--- src/bst_pkg.sv ---
// Shared types, codes and constants of the breakpoint slot table.
package bst_pkg;

   localparam int SLOTS_DEFAULT = 128;
   localparam int ADDR_W        = 32;
   localparam int SLOT_W        = 7;
   localparam int WORD_W        = 32;

   typedef enum logic [1:0] {
      OP_CHECK  = 2'd0,
      OP_SEARCH = 2'd1,
      OP_ADD    = 2'd2,
      OP_REMOVE = 2'd3
   } op_type;

   // Commands from the controller to the datapath.
   typedef struct packed {
      logic load;      // capture the accepted item and restart the scan
      logic clear_wr;  // write one zero entry of the clearing pass
      logic scan;      // issue the next slot read of a scan
      logic finish;    // apply the write, if any, and load the result register
   } bst_cmd_type;

   // Status from the datapath to the controller.
   typedef struct packed {
      logic req_scan;    // the offered item needs a scan of the table
      logic clear_last;  // the clearing pass writes its last entry now
      logic scan_last;   // the last slot of a scan is being evaluated now
      logic rsp_free;    // the result register can take a new item
   } bst_stat_type;

endpackage

--- src/bst_controller.sv ---
// Controller state machine of the breakpoint slot table.
module bst_controller (
   input  logic                  clock,
   input  logic                  reset,
   input  logic                  req_valid,
   output logic                  req_ready,
   output bst_pkg::bst_cmd_type  cmd,
   input  bst_pkg::bst_stat_type stat
);

   typedef enum logic [3:0] {
      ST_CLEAR  = 4'b0001,
      ST_IDLE   = 4'b0010,
      ST_SCAN   = 4'b0100,
      ST_FINISH = 4'b1000
   } state_type;

   state_type state_ff;
   state_type state_in;
   logic      accept;

   assign req_ready = (state_ff == ST_IDLE);
   assign accept    = req_valid && req_ready;

   always_comb begin
      state_in     = state_ff;
      cmd          = '0;
      unique case (state_ff)
         ST_CLEAR: begin
            cmd.clear_wr = 1'b1;
            if (stat.clear_last) begin
               state_in = ST_IDLE;
            end
         end
         ST_IDLE: begin
            if (accept) begin
               cmd.load = 1'b1;
               state_in = stat.req_scan ? ST_SCAN : ST_FINISH;
            end
         end
         ST_SCAN: begin
            cmd.scan = 1'b1;
            if (stat.scan_last) begin
               state_in = ST_FINISH;
            end
         end
         ST_FINISH: begin
            if (stat.rsp_free) begin
               cmd.finish = 1'b1;
               state_in   = ST_IDLE;
            end
         end
         default: begin
            state_in = ST_CLEAR;
         end
      endcase
   end

   always_ff @(posedge clock) begin
      if (reset) begin
         state_ff <= ST_CLEAR;
      end else begin
         state_ff <= state_in;
      end
   end

endmodule

--- config.mk ---
export PLATFORM = sky130hd
export DESIGN_NAME = bst_controller
export DESIGN_NICKNAME = d
export VERILOG_FILES = /design/src/bst_pkg.sv /design/src/bst_controller.sv
export SDC_FILE = /design/constraint.sdc
export NUM_CORES = 1
export LEC_CHECK = 0
export ABC_AREA = 1
export BUFFER_PORTS_ARGS = -buffer_cell sky130_fd_sc_hd__buf_2
export CELL_PAD_IN_SITES_DETAIL_PLACEMENT = 2
export CELL_PAD_IN_SITES_GLOBAL_PLACEMENT = 2
export CORE_MARGIN = 2
export CORE_UTILIZATION = 21
export CTS_CLUSTER_DIAMETER = 150
export DETAILED_ROUTE_END_ITERATION = 10
export GPL_ROUTABILITY_DRIVEN = 0
export GPL_TIMING_DRIVEN = 1
export PLACE_DENSITY = 0.78
export SLEW_MARGIN = 20
export SYNTH_ARGS = -nofsm -noshare
export SYNTH_HDL_FRONTEND = slang
export SYNTH_SLANG_ARGS = --single-unit
--- constraint.sdc ---
create_clock -name clock -period 2.3 [get_ports clock]
set_input_delay 0.575 -clock clock [delete_from_list [all_inputs] [get_ports clock]]
set_output_delay 0.575 -clock clock [all_outputs]
set_load 0.02 [all_outputs]
==> metrics.md, run 1 <==
| Metric | Value |
|---|---|
| Status | `finished, final reports clean` |
| Hold depth | `2` |
| Average size of a mapped cell | `5.52 um2` |
| Clk buf depth | `2` |
| Worst-skew pair later-pin latency | `0.24 ns` |
| Clock Tree Root | `clkbuf_4` |
| Number of flip-flops in the largest register | `4` |
| CTS tree | `done` |
| Initial Util | `22.5%` |
| Setup Crit Path Kind | `flop to output pin` |
| # IOs | `12` |
| Largest family of logic cells by synthesized area | `simple AND/OR/NAND/NOR gates` |
| Worst IR Drop VDD | `0.355 mV` |
| DRC Markers | `0` |
| Clk_skew | `0.00560 ns` |
| Post-synthesis mux area share | `0%` |
| DP HPWL | `764 um` |
| Detailed Route Iter0 Violations | `1` |
| XOR/XNOR Fraction of Synth Area | `0%` |
| Crit end category | `output pin` |
| Critical path required time | `1.73 ns` |
| CTS resizes | `0` |
| Pleak | `0.248 nW` |
| Setup TNS | `0 ns` |
| Sequential area share after synthesis | `27.4%` |
| Initial antenna violation count | `0` |
| Synth Warn # | `0` |
| Total wire length | `857 um` |
| Area grow syn2layout | `32.9%` |
| Clock slew seen by the registers of the worst setup and hold paths | `0.04 ns` |
| Largest net degree at the start of global routing | `7` |
| Tcrit/Tclk final | `78.6%` |
| Die ar. | `1710 um2` |
| Vias | `353` |
| Cell area after synthesis | `293 um2` |
| Syn_nets | `60` |
| H-tree depth | `1` |
| Wire per inst | `10.5 um` |
| Antenna diodes | `0` |
| Filler cells | `177` |
| Final #Nets | `76` |
| Min Tclk post-route | `1.81 ns` |
| Setup crit start kind | `flop` |
| Area share of and/or/nand/nor cells after synthesis | `54.3%` |
| TritonRoute pass-1 iters | `2` |
| Input/output buffers | `11` |
| Worst Tran Pin Value | `0.222 ns` |
| Antenna Nets Post-Route | `0` |
| Complex-gate fraction of the synthesized area | `1.71%` |
| Vias per cell | `4.30` |
| R2R depth | `7` |
| Most flop-heavy register | `state_ff` |
| Share of layout cells above drive strength 1 | `26.9%` |
| CTS Hold Buffers Added | `0` |
| Final hold vios | `0` |
| Num CTS Buffers | `3` |
| Flops & latches, synth | `4` |
| Arrival time worst endpoint | `1.23 ns` |
| GRT Total Usage | `13.2%` |
| Top flop regs | `state_ff (4)` |
| Final setup viols | `0` |
| CP max FO | `4` |
| Max Freq | `553 MHz` |
| Power density cells | `1270 nW/um2` |
| Hold WS | `0.521 ns` |
| Global-route wire length before repair | `1.40 mm` |
| Max-slew violation count | `0` |
| Gate count after technology mapping | `53` |
| Vias in the first global route | `353` |
| Synth cell types | `10` |
| Sink Count | `4` |
| Hold WC Path Type | `flop to flop` |
| Rel. slew slack | `85.2%` |
| DIE WIDTH | `41.3 um` |
| Post-synthesis adder-cell area fraction | `0%` |
| Core area | `1300 um2` |
| Setup Fix Bufs, Post-CTS | `0` |
| Num rows | `13` |
| Die height | `41.3 um` |
| RSZ-0062 raised after global routing | `false` |
| Total gr overflow | `0` |
| Max-Cap Viols | `0` |
[logic make-up after synthesis]
family / Yosys count
AND/OR/NAND/NOR: 35
buffers and inverters: 13
flip-flops: 4
AO/OA/AOI/OAI: 1
[metal layers]
| layer | global-route usage (%) | vias up | wire, um |
|---|---|---|---|
| met5 | 0 | - | 0 |
| met4 | 9.68 | 0 | 19 |
| met3 | 1.60 | 2 | 50 |
| met2 | 23.8 | 11 | 448 |
| met1 | 13.8 | 159 | 339 |
| li1 | - | 181 | - |
[worst max-delay path, cell delays in order (launching register included)]
cell,delay [ns]
dfxtp_1,0.39
inv_1,0.06
nor2_1,0.12
and2_1,0.16
inv_1,0.04
nor2_1,0.07
buf_2,0.16
[per-stage QoR]
stage | std cells | total power, mW | setup slack, ns | area [um2] | util (%)
3_3_place_gp | 79 | 0.399 | 0.755 | 367 | 28.2
4_1_cts | 82 | 0.509 | 0.467 | 389 | 29.9
6_report | 82 | 0.494 | 0.492 | 389 | 29.9
5_1_grt | 82 | 0.551 | 0.391 | 389 | 29.9
2_1_floorplan | 53 | 0.331 | 0.764 | 293 | -
3_5_place_dp | 79 | 0.412 | 0.737 | 367 | 28.2
[area by class of cell]
cell class              instances  area [um2]  area share, %
inverters                      13        48.8           12.5
repair buffers                 11        55.1           14.1
flip-flops and latches          4        80.1           20.6
multi-input cells              36         164           42.1
clock buffers                   3        22.5           5.79
well taps                      15        18.8           4.82
[synthesized netlist by cell type]
cell type,instances,area [um2]
nor2_4,1,11.3
and2_1,2,12.5
dfxtp_1,4,80.1
nand2_1,10,37.5
nand3_1,6,30.0
nor2_1,13,48.8
o21ai_1,1,5.00
inv_1,13,48.8
nor2_2,2,12.5
nand2_2,1,6.26
[cell usage in the layout, fill, tap and decap left out, drive strengths merged]
cell type / n
buf: 11
o21ai: 1
and2: 2
nor2: 16
inv: 13
dfxtp: 4
nand3: 6
clkbuf: 3
nand2: 11
[power by group]
group	switching, mW	internal [mW]	total [mW]
Combinational	0.177	0.0956	0.272
Sequential	0.0300	0.0989	0.129
Clock	0.0336	0.0587	0.0923
[worst paths after layout]
path / from / end / slack [ns]
min reg2reg: state_ff[1]$_SDFFE_PP0P_ / state_ff[1]$_SDFFE_PP0P_ / 0.52
max reg2reg: state_ff[3]$_SDFFE_PP0P_ / state_ff[1]$_SDFFE_PP0P_ / 1.16
max: state_ff[3]$_SDFFE_PP0P_ / cmd[0] / 0.49
min: state_ff[1]$_SDFFE_PP0P_ / state_ff[1]$_SDFFE_PP0P_ / 0.52
Power figures use the tool's default switching activity.
==> run 2, diff against run 1 <==
--- a/config.mk
+++ b/config.mk
@@ -5,17 +5,17 @@
 export SDC_FILE = /design/constraint.sdc
 export NUM_CORES = 1
 export LEC_CHECK = 0
-export ABC_AREA = 1
+export ABC_AREA = 0
 export BUFFER_PORTS_ARGS = -buffer_cell sky130_fd_sc_hd__buf_2
 export CELL_PAD_IN_SITES_DETAIL_PLACEMENT = 2
 export CELL_PAD_IN_SITES_GLOBAL_PLACEMENT = 2
 export CORE_MARGIN = 2
-export CORE_UTILIZATION = 21
+export CORE_UTILIZATION = 24
 export CTS_CLUSTER_DIAMETER = 150
 export DETAILED_ROUTE_END_ITERATION = 10
 export GPL_ROUTABILITY_DRIVEN = 0
 export GPL_TIMING_DRIVEN = 1
-export PLACE_DENSITY = 0.78
+export PLACE_DENSITY = 0.72
 export SLEW_MARGIN = 20
 export SYNTH_ARGS = -nofsm -noshare
 export SYNTH_HDL_FRONTEND = slang
==> constraint.sdc (replaced) <==
create_clock -name clock -period 1.6 [get_ports clock]
set_input_delay 0.4 -clock clock [delete_from_list [all_inputs] [get_ports clock]]
set_output_delay 0.4 -clock clock [all_outputs]
set_load 0.02 [all_outputs]
==> metrics.md, run 2 <==
| Metric | Value |
|---|---|
| Synth cell types | `26 (+16)` |
| H-tree depth | `1 (unchanged)` |
| Pleak | `0.263 nW (+5.9%)` |
| Most flop-heavy register | `state_ff` |
| DIE WIDTH | `44.1 um (+6.8%)` |
| Hold WC Path Type | `input port to flop` |
| Max Freq | `636 MHz` |
| DRC Markers | `0 (unchanged)` |
| Origin of the worst min-delay path | `stat[3]` |
| Antenna diodes | `0 (unchanged)` |
| Share of layout cells above drive strength 1 | `60.0% (+33 points)` |
| Number of flip-flops in the largest register | `4 (unchanged)` |
| Final setup viols | `0 (unchanged)` |
| Fin area | `606 um2 (+56%)` |
| Top post-synthesis cells by area | `dfxtp_1 21%, mux2i_1 10%, buf_6 5.8%, nor3b_1 5.8%, o31ai_4 5.5%` |
| RSZ-0062 raised after global routing | `true` |
| Die height | `44.1 um (+6.8%)` |
| Average size of a mapped cell | `9.21 um2 (+67%)` |
| Worst Tran Pin Value | `0.287 ns (+0.0650 ns)` |
| Power density cells | `871 nW/um2 (-31%)` |
| XOR/XNOR Fraction of Synth Area | `2.27% (+2.3 points)` |
| Clk buf depth | `2 (unchanged)` |
| Final #Nets | `74 (-2.6%)` |
| Layout Cells excl Fill | `81 (-1.2%)` |
| Post-synth ARST share | `0% (unchanged)` |
| Clock slew seen by the registers of the worst setup and hold paths | `0.04 ns (about the same)` |
| Initial antenna violation count | `0 (unchanged)` |
| Setup crit start kind | `flop` |
| Pwr Total | `0.527 mW (+6.8%)` |
| Vias | `417 (+18%)` |
| CP max FO | `4 (unchanged)` |
| Wire per inst | `15.0 um (+43%)` |
| Largest family of logic cells by synthesized area | `simple AND/OR/NAND/NOR gates` |
| Antenna Nets Post-Route | `0 (unchanged)` |
| Top post-synthesis cells by count | `4 x dfxtp_1, 4 x mux2i_1, 4 x nor2_1` |
| Post-synthesis mux area share | `10.4% (+10 points)` |
| Critical path required time | `1.20 ns (-0.53 ns)` |
| Syn_nets | `49 (-18%)` |
| CP startpoint | `state_ff[0]$_SDFFE_PP1P_` |
| CTS Hold Buffers Added | `0 (unchanged)` |
| Vias per cell | `5.15 (+20%)` |
| Area grow syn2layout | `56.6%` |
| Max-Cap Viols | `0 (unchanged)` |
| Num rows | `14 (+1)` |
| Commonest non-fill, non-tap cell in the layout | `buf_4` |
| Final hold vios | `0 (unchanged)` |
| Tcrit/Tclk final | `98.3%` |
| Post-synthesis adder-cell area fraction | `0% (unchanged)` |
| Status | `finished, final reports clean` |
| Complex-gate fraction of the synthesized area | `12.9% (+11 points)` |
| Min Tclk post-route | `1.57 ns` |
| Clock Tree Root | `clkbuf_4` |
| Synth Flop Type | `dfxtp_1` |
| Largest net degree at the start of global routing | `9 (+2)` |
| Largest area contributor in the netlist | `dfxtp_1` |
| DP HPWL | `866 um (+13%)` |
| Total gr overflow | `0 (unchanged)` |
| CTS tree | `done` |
| Area share of and/or/nand/nor cells after synthesis | `44.7% (-9.6 points)` |
| Placed Cells | `71 (-10%)` |
| GRT Total Usage | `14.8% (+1.6 points)` |
| Arrival time worst endpoint | `1.17 ns (-0.06 ns)` |
| Max-slew violation count | `0 (unchanged)` |
| Most frequent cells in the layout | `15 x buf_4, 7 x buf_2, 4 x nor2_1, 4 x mux2i_1` |
| Placement Setup Slack | `0.0408 ns (-0.696 ns)` |
| Detailed Route Iter0 Violations | `2 (+1)` |
| Number of enable flip-flop cells after synthesis | `0 (unchanged)` |
| Clk_skew | `0.00195 ns (-0.00365 ns)` |
| Crit end category | `output pin` |
| Gate count after technology mapping | `42 (-21%)` |
| TritonRoute pass-1 iters | `3 (+1)` |
| Worst IR Drop VDD | `0.313 mV (-12%)` |
| Num CTS Buffers | `3 (unchanged)` |
| Sequential area share after synthesis | `20.7% (-6.6 points)` |
| Initial Util | `25.7% (+3.2 points)` |
| Vias in the first global route | `446 (+26%)` |
| Worst-skew pair later-pin latency | `0.23 ns (about the same)` |
| # IOs | `12 (unchanged)` |
| Synth Warn # | `0 (unchanged)` |
| Flops & latches, synth | `4 (unchanged)` |
| Setup Crit Path Kind | `flop to output pin` |
| Top flop regs | `state_ff (4)` |
| Rel. slew slack | `80.9% (-4.3 points)` |
| Global-route wire length before repair | `2.03 mm (+45%)` |
| Placed Area | `493 um2 (+34%)` |
| Total wire length | `1.21 mm (+41%)` |
| Cell area after synthesis | `387 um2 (+32%)` |
| PnR worst setup slack | `0.0276 ns (-0.465 ns)` |
| Die ar. | `1950 um2 (+14%)` |
| Input/output buffers | `11 (unchanged)` |
| Core area | `1510 um2 (+16%)` |
| Sink Count | `4 (unchanged)` |
| Hold WS | `0.450 ns (-0.0707 ns)` |
| Post-synth top area share | `20.7% (-6.6 points)` |
| Critical R2R Launch | `state_ff[2]$_SDFFE_PP0P_` |
==> run 2: worst max-delay path: stages (launching register included) <==
cell and delay (ns):
dfxtp_4 0.36, nor4b_4 0.29, and2_4 0.18, buf_6 0.10
==> run 2: per-stage QoR <==
step | TNS (ns) | utilization, %
5_1_grt | -0.0660 | 40.2
3_5_place_dp | 0 | 32.7
6_report | 0 | 40.2
2_1_floorplan | 0 | -
4_1_cts | 0 | 38.6
3_3_place_gp | 0 | 32.7
==> run 2: path summary, 6_finish.rpt <==
path | to | slack [ns] | cells after the start
max reg2reg | state_ff[2]$_SDFFE_PP0P_ | 0.13 | 6
max | cmd[3] | 0.03 | 3
min reg2reg | state_ff[3]$_SDFFE_PP0P_ | 0.73 | 4
min | state_ff[2]$_SDFFE_PP0P_ | 0.45 | 3
==> run 2: where the power goes <==
group | switching (mW) | leakage [nW] | total (mW) | internal [mW]
Clock | 0.0429 | 0.0138 | 0.127 | 0.0840
Combinational | 0.120 | 0.215 | 0.265 | 0.145
Sequential | 0.0205 | 0.0341 | 0.135 | 0.115
Total | 0.183 | 0.263 | 0.527 | 0.344
==> run 2: cells by family after synthesis <==
logic type,Yosys count
simple gates,23
buf+inv,4
xor+xnor,1
flops,4
compound gates,6
mux,4
==> run 2: layout make-up <==
cell class	count	area [um2]
Multi-Input combinational cell	34	304
Clock buffer	3	22.5
Timing Repair Buffer	24	170
Sequential cell	4	88.8
Fill cell	180	901
Tap cell	16	20.0
==> run 2: what timing repair did <==
item / in CTS / in global routing
endpoints found under the setup margin: 5 / 5
pin swaps: 2 / 1
buffers inserted: 7 / 0
gates resized for setup: 7 / 6
==> run 2: metal layers <==
| metal | part of all wire [%] | track usage [%] | vias up |
|---|---|---|---|
| met2 | 53 | 27.4 | 11 |
| met1 | 41 | 14.6 | 204 |
| li1 | - | - | 200 |
| met5 | 0 | 0 | - |
| met4 | 2.0 | 9.09 | 0 |
| met3 | 3.9 | 3.67 | 2 |
